<file path="config.mk">
export PLATFORM = sky130hd
export DESIGN_NAME = lrc_div
export DESIGN_NICKNAME = d
export VERILOG_FILES = /design/src/rtl/line_rectangle_clip_assert.svh /design/src/rtl/lrc_pkg.sv /design/src/rtl/lrc_div.sv
export SDC_FILE = /design/constraint.sdc
export NUM_CORES = 2
export LEC_CHECK = 0
export BUFFER_PORTS_ARGS = -buffer_cell sky130_fd_sc_hd__buf_4
export CAP_MARGIN = 0
export CELL_PAD_IN_SITES_DETAIL_PLACEMENT = 1
export CELL_PAD_IN_SITES_GLOBAL_PLACEMENT = 2
export CORE_ASPECT_RATIO = 1.1
export CORE_MARGIN = 4
export CORE_UTILIZATION = 38
export CTS_CLUSTER_SIZE = 24
export DETAILED_ROUTE_END_ITERATION = 10
export GPL_TIMING_DRIVEN = 0
export PLACE_DENSITY_LB_ADDON = 0.1
export SYNTH_ARGS = -nofsm -noshare
export SYNTH_HDL_FRONTEND = slang
export SYNTH_SLANG_ARGS = --single-unit
</file>
<file path="constraint.sdc">
create_clock -name clk -period 3.8 [get_ports clk]
set_input_delay 0.76 -clock clk [delete_from_list [all_inputs] [get_ports clk]]
set_output_delay 0.76 -clock clk [all_outputs]
set_load 0.02 [all_outputs]
</file>
<file path="src/rtl/line_rectangle_clip_assert.svh">
// ----------------------------------------------------------------------------
// Line rectangle clip assertion macros
// Shared property forms for the checks in the clipping pipeline.
// ----------------------------------------------------------------------------
`ifndef LINE_RECTANGLE_CLIP_ASSERT_SVH
`define LINE_RECTANGLE_CLIP_ASSERT_SVH

// Condition holds in the same cycle as the antecedent.
`define LRC_ASSERT_IMP(label, ante, cons, msg) \
  label: assert property (@(posedge clk) disable iff (!rst_n) (ante) |-> (cons)) \
    else $error(msg);

// Condition holds after the antecedent, delayed by the argument n.
`define LRC_ASSERT_DLY(label, ante, n, cons, msg) \
  label: assert property (@(posedge clk) disable iff (!rst_n) (ante) |-> ##(n) (cons)) \
    else $error(msg);

`endif

</file>
<file path="src/rtl/lrc_pkg.sv">
// ----------------------------------------------------------------------------
// Line rectangle clip package
// Widths, latencies, register indexes and shared types of the clipper.
// ----------------------------------------------------------------------------
`timescale 1ns / 1ps

package lrc_pkg;

  localparam int COEF_W        = 16;
  localparam int CONST_W       = 32;
  localparam int SIDE_W        = 13;
  localparam int MAX_SIDE      = 4096;
  localparam int OUT_FRAC_BITS = 4;
  localparam int COORD_W       = 17;
  localparam int PROD_W        = COEF_W + SIDE_W + 1;
  localparam int SUM_W         = CONST_W + 2;
  localparam int NUM_W         = SUM_W + OUT_FRAC_BITS;
  localparam int DIV_LAT       = COORD_W + 3;
  localparam int PIPE_LAT      = DIV_LAT + 5;
  localparam int ADDR_W        = 3;
  localparam int DATA_W        = 32;

  typedef enum logic {
    REG_WIDTH  = 1'b0,
    REG_HEIGHT = 1'b1
  } reg_idx_t;

  typedef struct packed {
    logic               found;
    logic [3:0]         hit;
    logic [COORD_W-1:0] wq;
    logic [COORD_W-1:0] hq;
  } side_t;

  function automatic logic [SIDE_W-1:0] side_clamp(input logic [SIDE_W-1:0] v);
    logic [SIDE_W-1:0] res;
    res = v;
    if (v == '0) begin
      res = SIDE_W'(1);
    end else if (v > SIDE_W'(MAX_SIDE)) begin
      res = SIDE_W'(MAX_SIDE);
    end
    return res;
  endfunction

endpackage

</file>
<file path="src/rtl/lrc_div.sv">
// ----------------------------------------------------------------------------
// Line rectangle clip divider
// Pipelined restoring divider, one quotient bit per stage, with the quotient
// truncated toward zero and saturated to the range zero to a given limit.
// ----------------------------------------------------------------------------
`timescale 1ns / 1ps

module lrc_div #(
  parameter int NUM_W = lrc_pkg::NUM_W,
  parameter int DEN_W = lrc_pkg::COEF_W,
  parameter int Q_W   = lrc_pkg::COORD_W
) (
  input  logic                    clk,
  input  logic                    rst_n,
  input  logic                    in_valid,
  input  logic signed [NUM_W-1:0] in_num,
  input  logic signed [DEN_W-1:0] in_den,
  input  logic [Q_W-1:0]          in_limit,
  output logic                    out_valid,
  output logic [Q_W-1:0]          out_quo
);

  localparam int HI_W = NUM_W - Q_W;

  logic             a_vld_r;
  logic [NUM_W-1:0] a_num_r;
  logic [DEN_W-1:0] a_den_r;
  logic             a_neg_r;
  logic [Q_W-1:0]   a_lim_r;

  logic             vld_r [0:Q_W];
  logic [DEN_W-1:0] rem_r [0:Q_W];
  logic [Q_W-1:0]   num_r [0:Q_W];
  logic [DEN_W-1:0] den_r [0:Q_W];
  logic [Q_W-1:0]   quo_r [0:Q_W];
  logic             neg_r [0:Q_W];
  logic             ovf_r [0:Q_W];
  logic [Q_W-1:0]   lim_r [0:Q_W];

  logic             out_vld_r;
  logic [Q_W-1:0]   out_quo_r;
  logic [HI_W-1:0]  hi;

  always_ff @(posedge clk) begin
    if (!rst_n) begin
      a_vld_r <= 1'b0;
    end else begin
      a_vld_r <= in_valid;
    end
    a_num_r <= in_num[NUM_W-1] ? NUM_W'(-in_num) : NUM_W'(in_num);
    a_den_r <= in_den[DEN_W-1] ? DEN_W'(-in_den) : DEN_W'(in_den);
    a_neg_r <= in_num[NUM_W-1] ^ in_den[DEN_W-1];
    a_lim_r <= in_limit;
  end

  assign hi = a_num_r[NUM_W-1:Q_W];

  always_ff @(posedge clk) begin
    if (!rst_n) begin
      vld_r[0] <= 1'b0;
    end else begin
      vld_r[0] <= a_vld_r;
    end
    rem_r[0] <= hi[DEN_W-1:0];
    num_r[0] <= a_num_r[Q_W-1:0];
    den_r[0] <= a_den_r;
    quo_r[0] <= '0;
    neg_r[0] <= a_neg_r;
    ovf_r[0] <= hi >= HI_W'(a_den_r);
    lim_r[0] <= a_lim_r;
  end

  for (genvar k = 0; k < Q_W; k++) begin : g_stage
    logic [DEN_W:0]   trial;
    logic             ge;
    logic [DEN_W:0]   diff;
    logic [DEN_W-1:0] rem_nxt;
    logic [Q_W-1:0]   quo_nxt;

    always_comb begin
      trial   = {rem_r[k], num_r[k][Q_W-1-k]};
      ge      = trial >= {1'b0, den_r[k]};
      diff    = trial - {1'b0, den_r[k]};
      rem_nxt = ge ? diff[DEN_W-1:0] : trial[DEN_W-1:0];
      quo_nxt = quo_r[k];
      quo_nxt[Q_W-1-k] = ge;
    end

    always_ff @(posedge clk) begin
      if (!rst_n) begin
        vld_r[k+1] <= 1'b0;
      end else begin
        vld_r[k+1] <= vld_r[k];
      end
      rem_r[k+1] <= rem_nxt;
      num_r[k+1] <= num_r[k];
      den_r[k+1] <= den_r[k];
      quo_r[k+1] <= quo_nxt;
      neg_r[k+1] <= neg_r[k];
      ovf_r[k+1] <= ovf_r[k];
      lim_r[k+1] <= lim_r[k];
    end
  end

  always_ff @(posedge clk) begin
    if (!rst_n) begin
      out_vld_r <= 1'b0;
    end else begin
      out_vld_r <= vld_r[Q_W];
    end
    if (neg_r[Q_W]) begin
      out_quo_r <= '0;
    end else if (ovf_r[Q_W] || (quo_r[Q_W] > lim_r[Q_W])) begin
      out_quo_r <= lim_r[Q_W];
    end else begin
      out_quo_r <= quo_r[Q_W];
    end
  end

  assign out_valid = out_vld_r;
  assign out_quo   = out_quo_r;

endmodule

</file>
==> results.md <==
CTS:
- The clock passes through at most 3 buffers.
- The number of hold buffers added after CTS was 0.
- For the worst-skew pair, the clock arrives at the later sink with an insertion delay of 0.76 ns.
- The clock-pin slew on the worst setup and hold paths is 0.06 ns.
- The cell at the root of the clock tree is sky130_fd_sc_hd__clkbuf_16.
- TritonCTS built the clock tree.
- The number of CTS-inserted buffers is 136.
- The maximum level of the CTS H-tree is 4.
- The count of clock tree sinks is 1301.

Yosys:
- The number of nets handed over by synthesis was 4376.
- For this run, the number of Yosys warnings is 0.
- The count of cell types in the netlist is 61.
- The sequential cell area fraction in the yosys report is 0.595.
- In this run, synthesis produced a sequential element count of 1301.
- The post-synthesis instance area is 0.0438 sq mm.
- Counting flops with an async set or reset pin after synthesis yields a share of 0.
- Counting flops with a built-in enable in the synthesized netlist gives 0.
- The post-synthesis area per instance is 11.0 sq um.
- Counting every instance in the synthesized netlist gives 3979.
- The prevailing post-synth register cell is sky130_fd_sc_hd__dfxtp_1.

Timing:
- The final critical-path required period is 3.69 ns.
- Setup violations remaining at the end of the flow were counted as 0.
- The clock arrives with 0.0365 ns of skew.
- The actual transition at the worst max-transition pin is 1.02 ns.
- The worst pin sits at a relative slew slack of 0.311.
- Of the available clock period, the critical path in the final layout requires 0.971.
- For this run, the top clock speed supported by timing is 0.271 GHz.
- Setup repair after global routing could not meet its margin everywhere.
- Across all hold checks on the routed design, the worst slack comes to 0.0938 ns.
- The final count of pins violating max slew is 0.
- The number of hold violations in the final report is 0.

Power:
- The worst supply voltage drop on vdd is 0.462 mV.
- The power per cell area is 948 mW/mm^2.
- For this design the static power due to leakage is 22.4 nW.
- The total power is 0.0485 W.

Worst setup path:
- The required time at the endpoint of the critical path is 4.44 ns.
- At the worst endpoint, the arrival time is 4.33 ns.
- STA classifies the critical path endpoint as a flop.
- The startpoint class of the critical path is a flop.
- The largest fanout on the critical path is 10.
- The setup path with the least slack is of type reg -> reg.

Placed design:
- The count of buffers inserted at the top-level ports is 90.
- At the end of routability-driven placement, the weighted congestion stood at 0.802.
- The post-detailed-placement half-perimeter wirelength is 73.8 mm.

Cells and area:
- The area growth from synthesis to layout is 16.9%.
- The multi-input logic area is 0.0162 sq mm.
- The fraction of layout instances using a drive strength above 1 is 0.0993.
- Fill cells in the final layout number 12300.
- The area used by sequential logic in the layout is 0.0260 sq mm.
- The net count of the finished layout is 4603.
- The post-layout utilization of the core is 0.447.

GRT:
- The leftover overflow at the end of global routing is 0.
- The pin count of the biggest net entering global routing is 17.
- The first global-routing pass estimated 156 mm of wire.
- The number of antenna violations at the first check in global routing was 3.
- The via count of the first global-routing pass is 29400.
- The global routing usage summed across all routing layers is 0.162.

Detailed routing:
- The via-per-instance ratio is 4.72.
- The number of remaining DRC errors is 0.
- The via count is 27500.
- In the final routed layout, each cell accounts on average for 16.6 um.
- The detailed-routing iteration count for the pre-antenna-repair pass is 5.
- For this block, the routed nets add up to 96.6 mm of wire.
- In this run the remaining antenna-violating nets after routing total 0.
- After the first detailed-routing iteration, the DRC count stood at 926.

Floorplanning:
- The effective utilization at floorplan is 0.383.
- The floorplan core area is 0.114 sq mm.
- The die span in x is 332 um.
- The die covers 0.121 sq mm.
- The number of ports placed on the die boundary is 92.
- The floorplan has 130 rows.
- The die is 364 um tall.

Hold path:
- The worst hold path class is in -> reg.

Status:
- The run finished with clean final reports.

Run:
- The tool flagged a number of max-cap violations equal to 0.
## worst max-delay path, stage by stage, from the launching register on
cell and delay [ns]:
sky130_fd_sc_hd__dfxtp_1 0.36, sky130_fd_sc_hd__inv_1 0.05, sky130_fd_sc_hd__ha_1 0.26, sky130_fd_sc_hd__clkbuf_1 0.29
sky130_fd_sc_hd__nand2_1 0.11, sky130_fd_sc_hd__or4_1 0.55, sky130_fd_sc_hd__nor3_1 0.39, sky130_fd_sc_hd__o311ai_0 0.25
sky130_fd_sc_hd__a21oi_1 0.32, sky130_fd_sc_hd__clkbuf_1 0.57, sky130_fd_sc_hd__mux2_2 0.41
## cell usage after synthesis, types with 16 or more instances
| cell | instances | area (sq um) |
|---|---|---|
| sky130_fd_sc_hd__a211oi_1 | 29 | 218 |
| sky130_fd_sc_hd__a21boi_0 | 25 | 188 |
| sky130_fd_sc_hd__a21o_1 | 55 | 413 |
| sky130_fd_sc_hd__a21oi_1 | 165 | 826 |
| sky130_fd_sc_hd__a31oi_1 | 24 | 150 |
| sky130_fd_sc_hd__and2_1 | 22 | 138 |
| sky130_fd_sc_hd__clkbuf_1 | 50 | 188 |
| sky130_fd_sc_hd__dfxtp_1 | 1301 | 26000 |
| sky130_fd_sc_hd__fa_1 | 16 | 320 |
| sky130_fd_sc_hd__ha_1 | 307 | 3840 |
| sky130_fd_sc_hd__inv_1 | 381 | 1430 |
| sky130_fd_sc_hd__mux2_2 | 76 | 856 |
| sky130_fd_sc_hd__mux2i_1 | 25 | 250 |
| sky130_fd_sc_hd__nand2_1 | 258 | 968 |
| sky130_fd_sc_hd__nand2b_1 | 57 | 357 |
| sky130_fd_sc_hd__nand3_1 | 38 | 190 |
| sky130_fd_sc_hd__nand4_1 | 50 | 313 |
| sky130_fd_sc_hd__nor2_1 | 174 | 653 |
| sky130_fd_sc_hd__nor2b_1 | 55 | 344 |
| sky130_fd_sc_hd__nor3_1 | 71 | 355 |
| sky130_fd_sc_hd__o2111ai_1 | 19 | 166 |
| sky130_fd_sc_hd__o211ai_1 | 23 | 173 |
| sky130_fd_sc_hd__o21a_1 | 53 | 398 |
| sky130_fd_sc_hd__o21ai_0 | 256 | 1280 |
| sky130_fd_sc_hd__o31ai_1 | 75 | 563 |
| sky130_fd_sc_hd__o41ai_1 | 22 | 193 |
| sky130_fd_sc_hd__or3_1 | 23 | 144 |
| sky130_fd_sc_hd__xnor2_1 | 127 | 1110 |
| sky130_fd_sc_hd__xor2_1 | 72 | 631 |
## state kept, by name (all words and copies together) (netlist names)
signal	cells
out_quo	17
rem_r	272
ovf_r	18
den_r	272
a_neg_r	1
a_den_r	16
quo_r	153
neg_r	18
a_vld_r	1
lim_r	306
a_lim_r	17
out_valid	1
a_num_r	38
vld_r	18
num_r	153
## power breakdown
| group | total, W | internal [W] | switching [W] |
|---|---|---|---|
| combinational | 0.0167 | 0.00706 | 0.00968 |
| clock | 0.0134 | 0.00793 | 0.00550 |
| sequential | 0.0183 | 0.0168 | 0.00155 |
## through the flow
stage,area [sq um],cells,setup TNS (ns),setup WS (ns)
floorplan,43800,3979,-0.0508,-0.0495
global placement,46300,5587,-30.27,-1.11
detailed placement,46300,5587,-22.40,-0.626
CTS,51100,5831,0,0.00198
global route,51200,5830,-2.01,-0.183
finish,51200,5831,0,0.112
## cell type report
class | count | share of cell area
diodes | 1 | 0.0000489
plain buffers | 53 | 0.00435
clock buffers | 194 | 0.0766
clock inverters | 50 | 0.0155
inverters | 381 | 0.0280
multi-input cells | 2241 | 0.316
flip-flops and latches | 1301 | 0.509
well taps | 1518 | 0.0371
repair buffers | 92 | 0.0135
## cells by family (layout without fill, tap and decap cells)
kind of cell | count (synthesis) | count (layout) | synth area share
AO/OA/AOI/OAI | 807 | 807 | 0.116
XOR/XNOR | 199 | 199 | 0.0398
adder cells (fa/ha/maj) | 323 | 323 | 0.0951
buffers and inverters | 437 | 770 | 0.0377
flip-flops | 1301 | 1301 | 0.595
multiplexers | 101 | 101 | 0.0253
other | 0 | 1 | 0
AND/OR/NAND/NOR | 811 | 811 | 0.0904
## what timing repair did
action,in CTS,in global routing
setup endpoints to repair,93,109
gates resized for setup,13,22
setup buffers,2,0
pin swaps,1,0
gates cloned,0,0
## cells in the final DEF, fill, tap and decap left out, types with 38 or more instances in the layout
cell type and count:
sky130_fd_sc_hd__a21o_1 55, sky130_fd_sc_hd__a21oi_1 165, sky130_fd_sc_hd__buf_4 95, sky130_fd_sc_hd__clkbuf_1 66, sky130_fd_sc_hd__clkbuf_16 136, sky130_fd_sc_hd__dfxtp_1 1301, sky130_fd_sc_hd__ha_1 307, sky130_fd_sc_hd__inv_1 381
sky130_fd_sc_hd__mux2_2 76, sky130_fd_sc_hd__nand2_1 258, sky130_fd_sc_hd__nand2b_1 57, sky130_fd_sc_hd__nand3_1 38, sky130_fd_sc_hd__nand4_1 50, sky130_fd_sc_hd__nor2_1 174, sky130_fd_sc_hd__nor2b_1 55, sky130_fd_sc_hd__nor3_1 71
sky130_fd_sc_hd__o21a_1 53, sky130_fd_sc_hd__o21ai_0 256, sky130_fd_sc_hd__o31ai_1 73, sky130_fd_sc_hd__xnor2_1 127, sky130_fd_sc_hd__xor2_1 72
## routing by layer
| metal | vias up | wire [um] | global-route usage |
|---|---|---|---|
| met1 | 13000 | 43500 | 0.196 |
| li1 | 14000 | - | - |
| met4 | 0 | 2450 | 0.0546 |
| met2 | 337 | 47600 | 0.289 |
| met3 | 141 | 3080 | 0.0307 |
| met5 | - | 0 | 0 |
## worst paths after layout
path,endpoint,depth (start not counted),startpoint,slack [ns]
setup / recovery,rem_r[1][10]$_DFF_P_,10,den_r[0][10]$_DFF_P_,0.11
hold / removal,a_lim_r[0]$_DFF_P_,1,in_limit[0],0.09
setup reg to reg,rem_r[1][10]$_DFF_P_,10,den_r[0][10]$_DFF_P_,0.11
hold reg to reg,num_r[1][11]$_DFF_P_,0,num_r[0][11]$_DFF_P_,0.30
No activity file was read; power rests on OpenSTA's default activity.
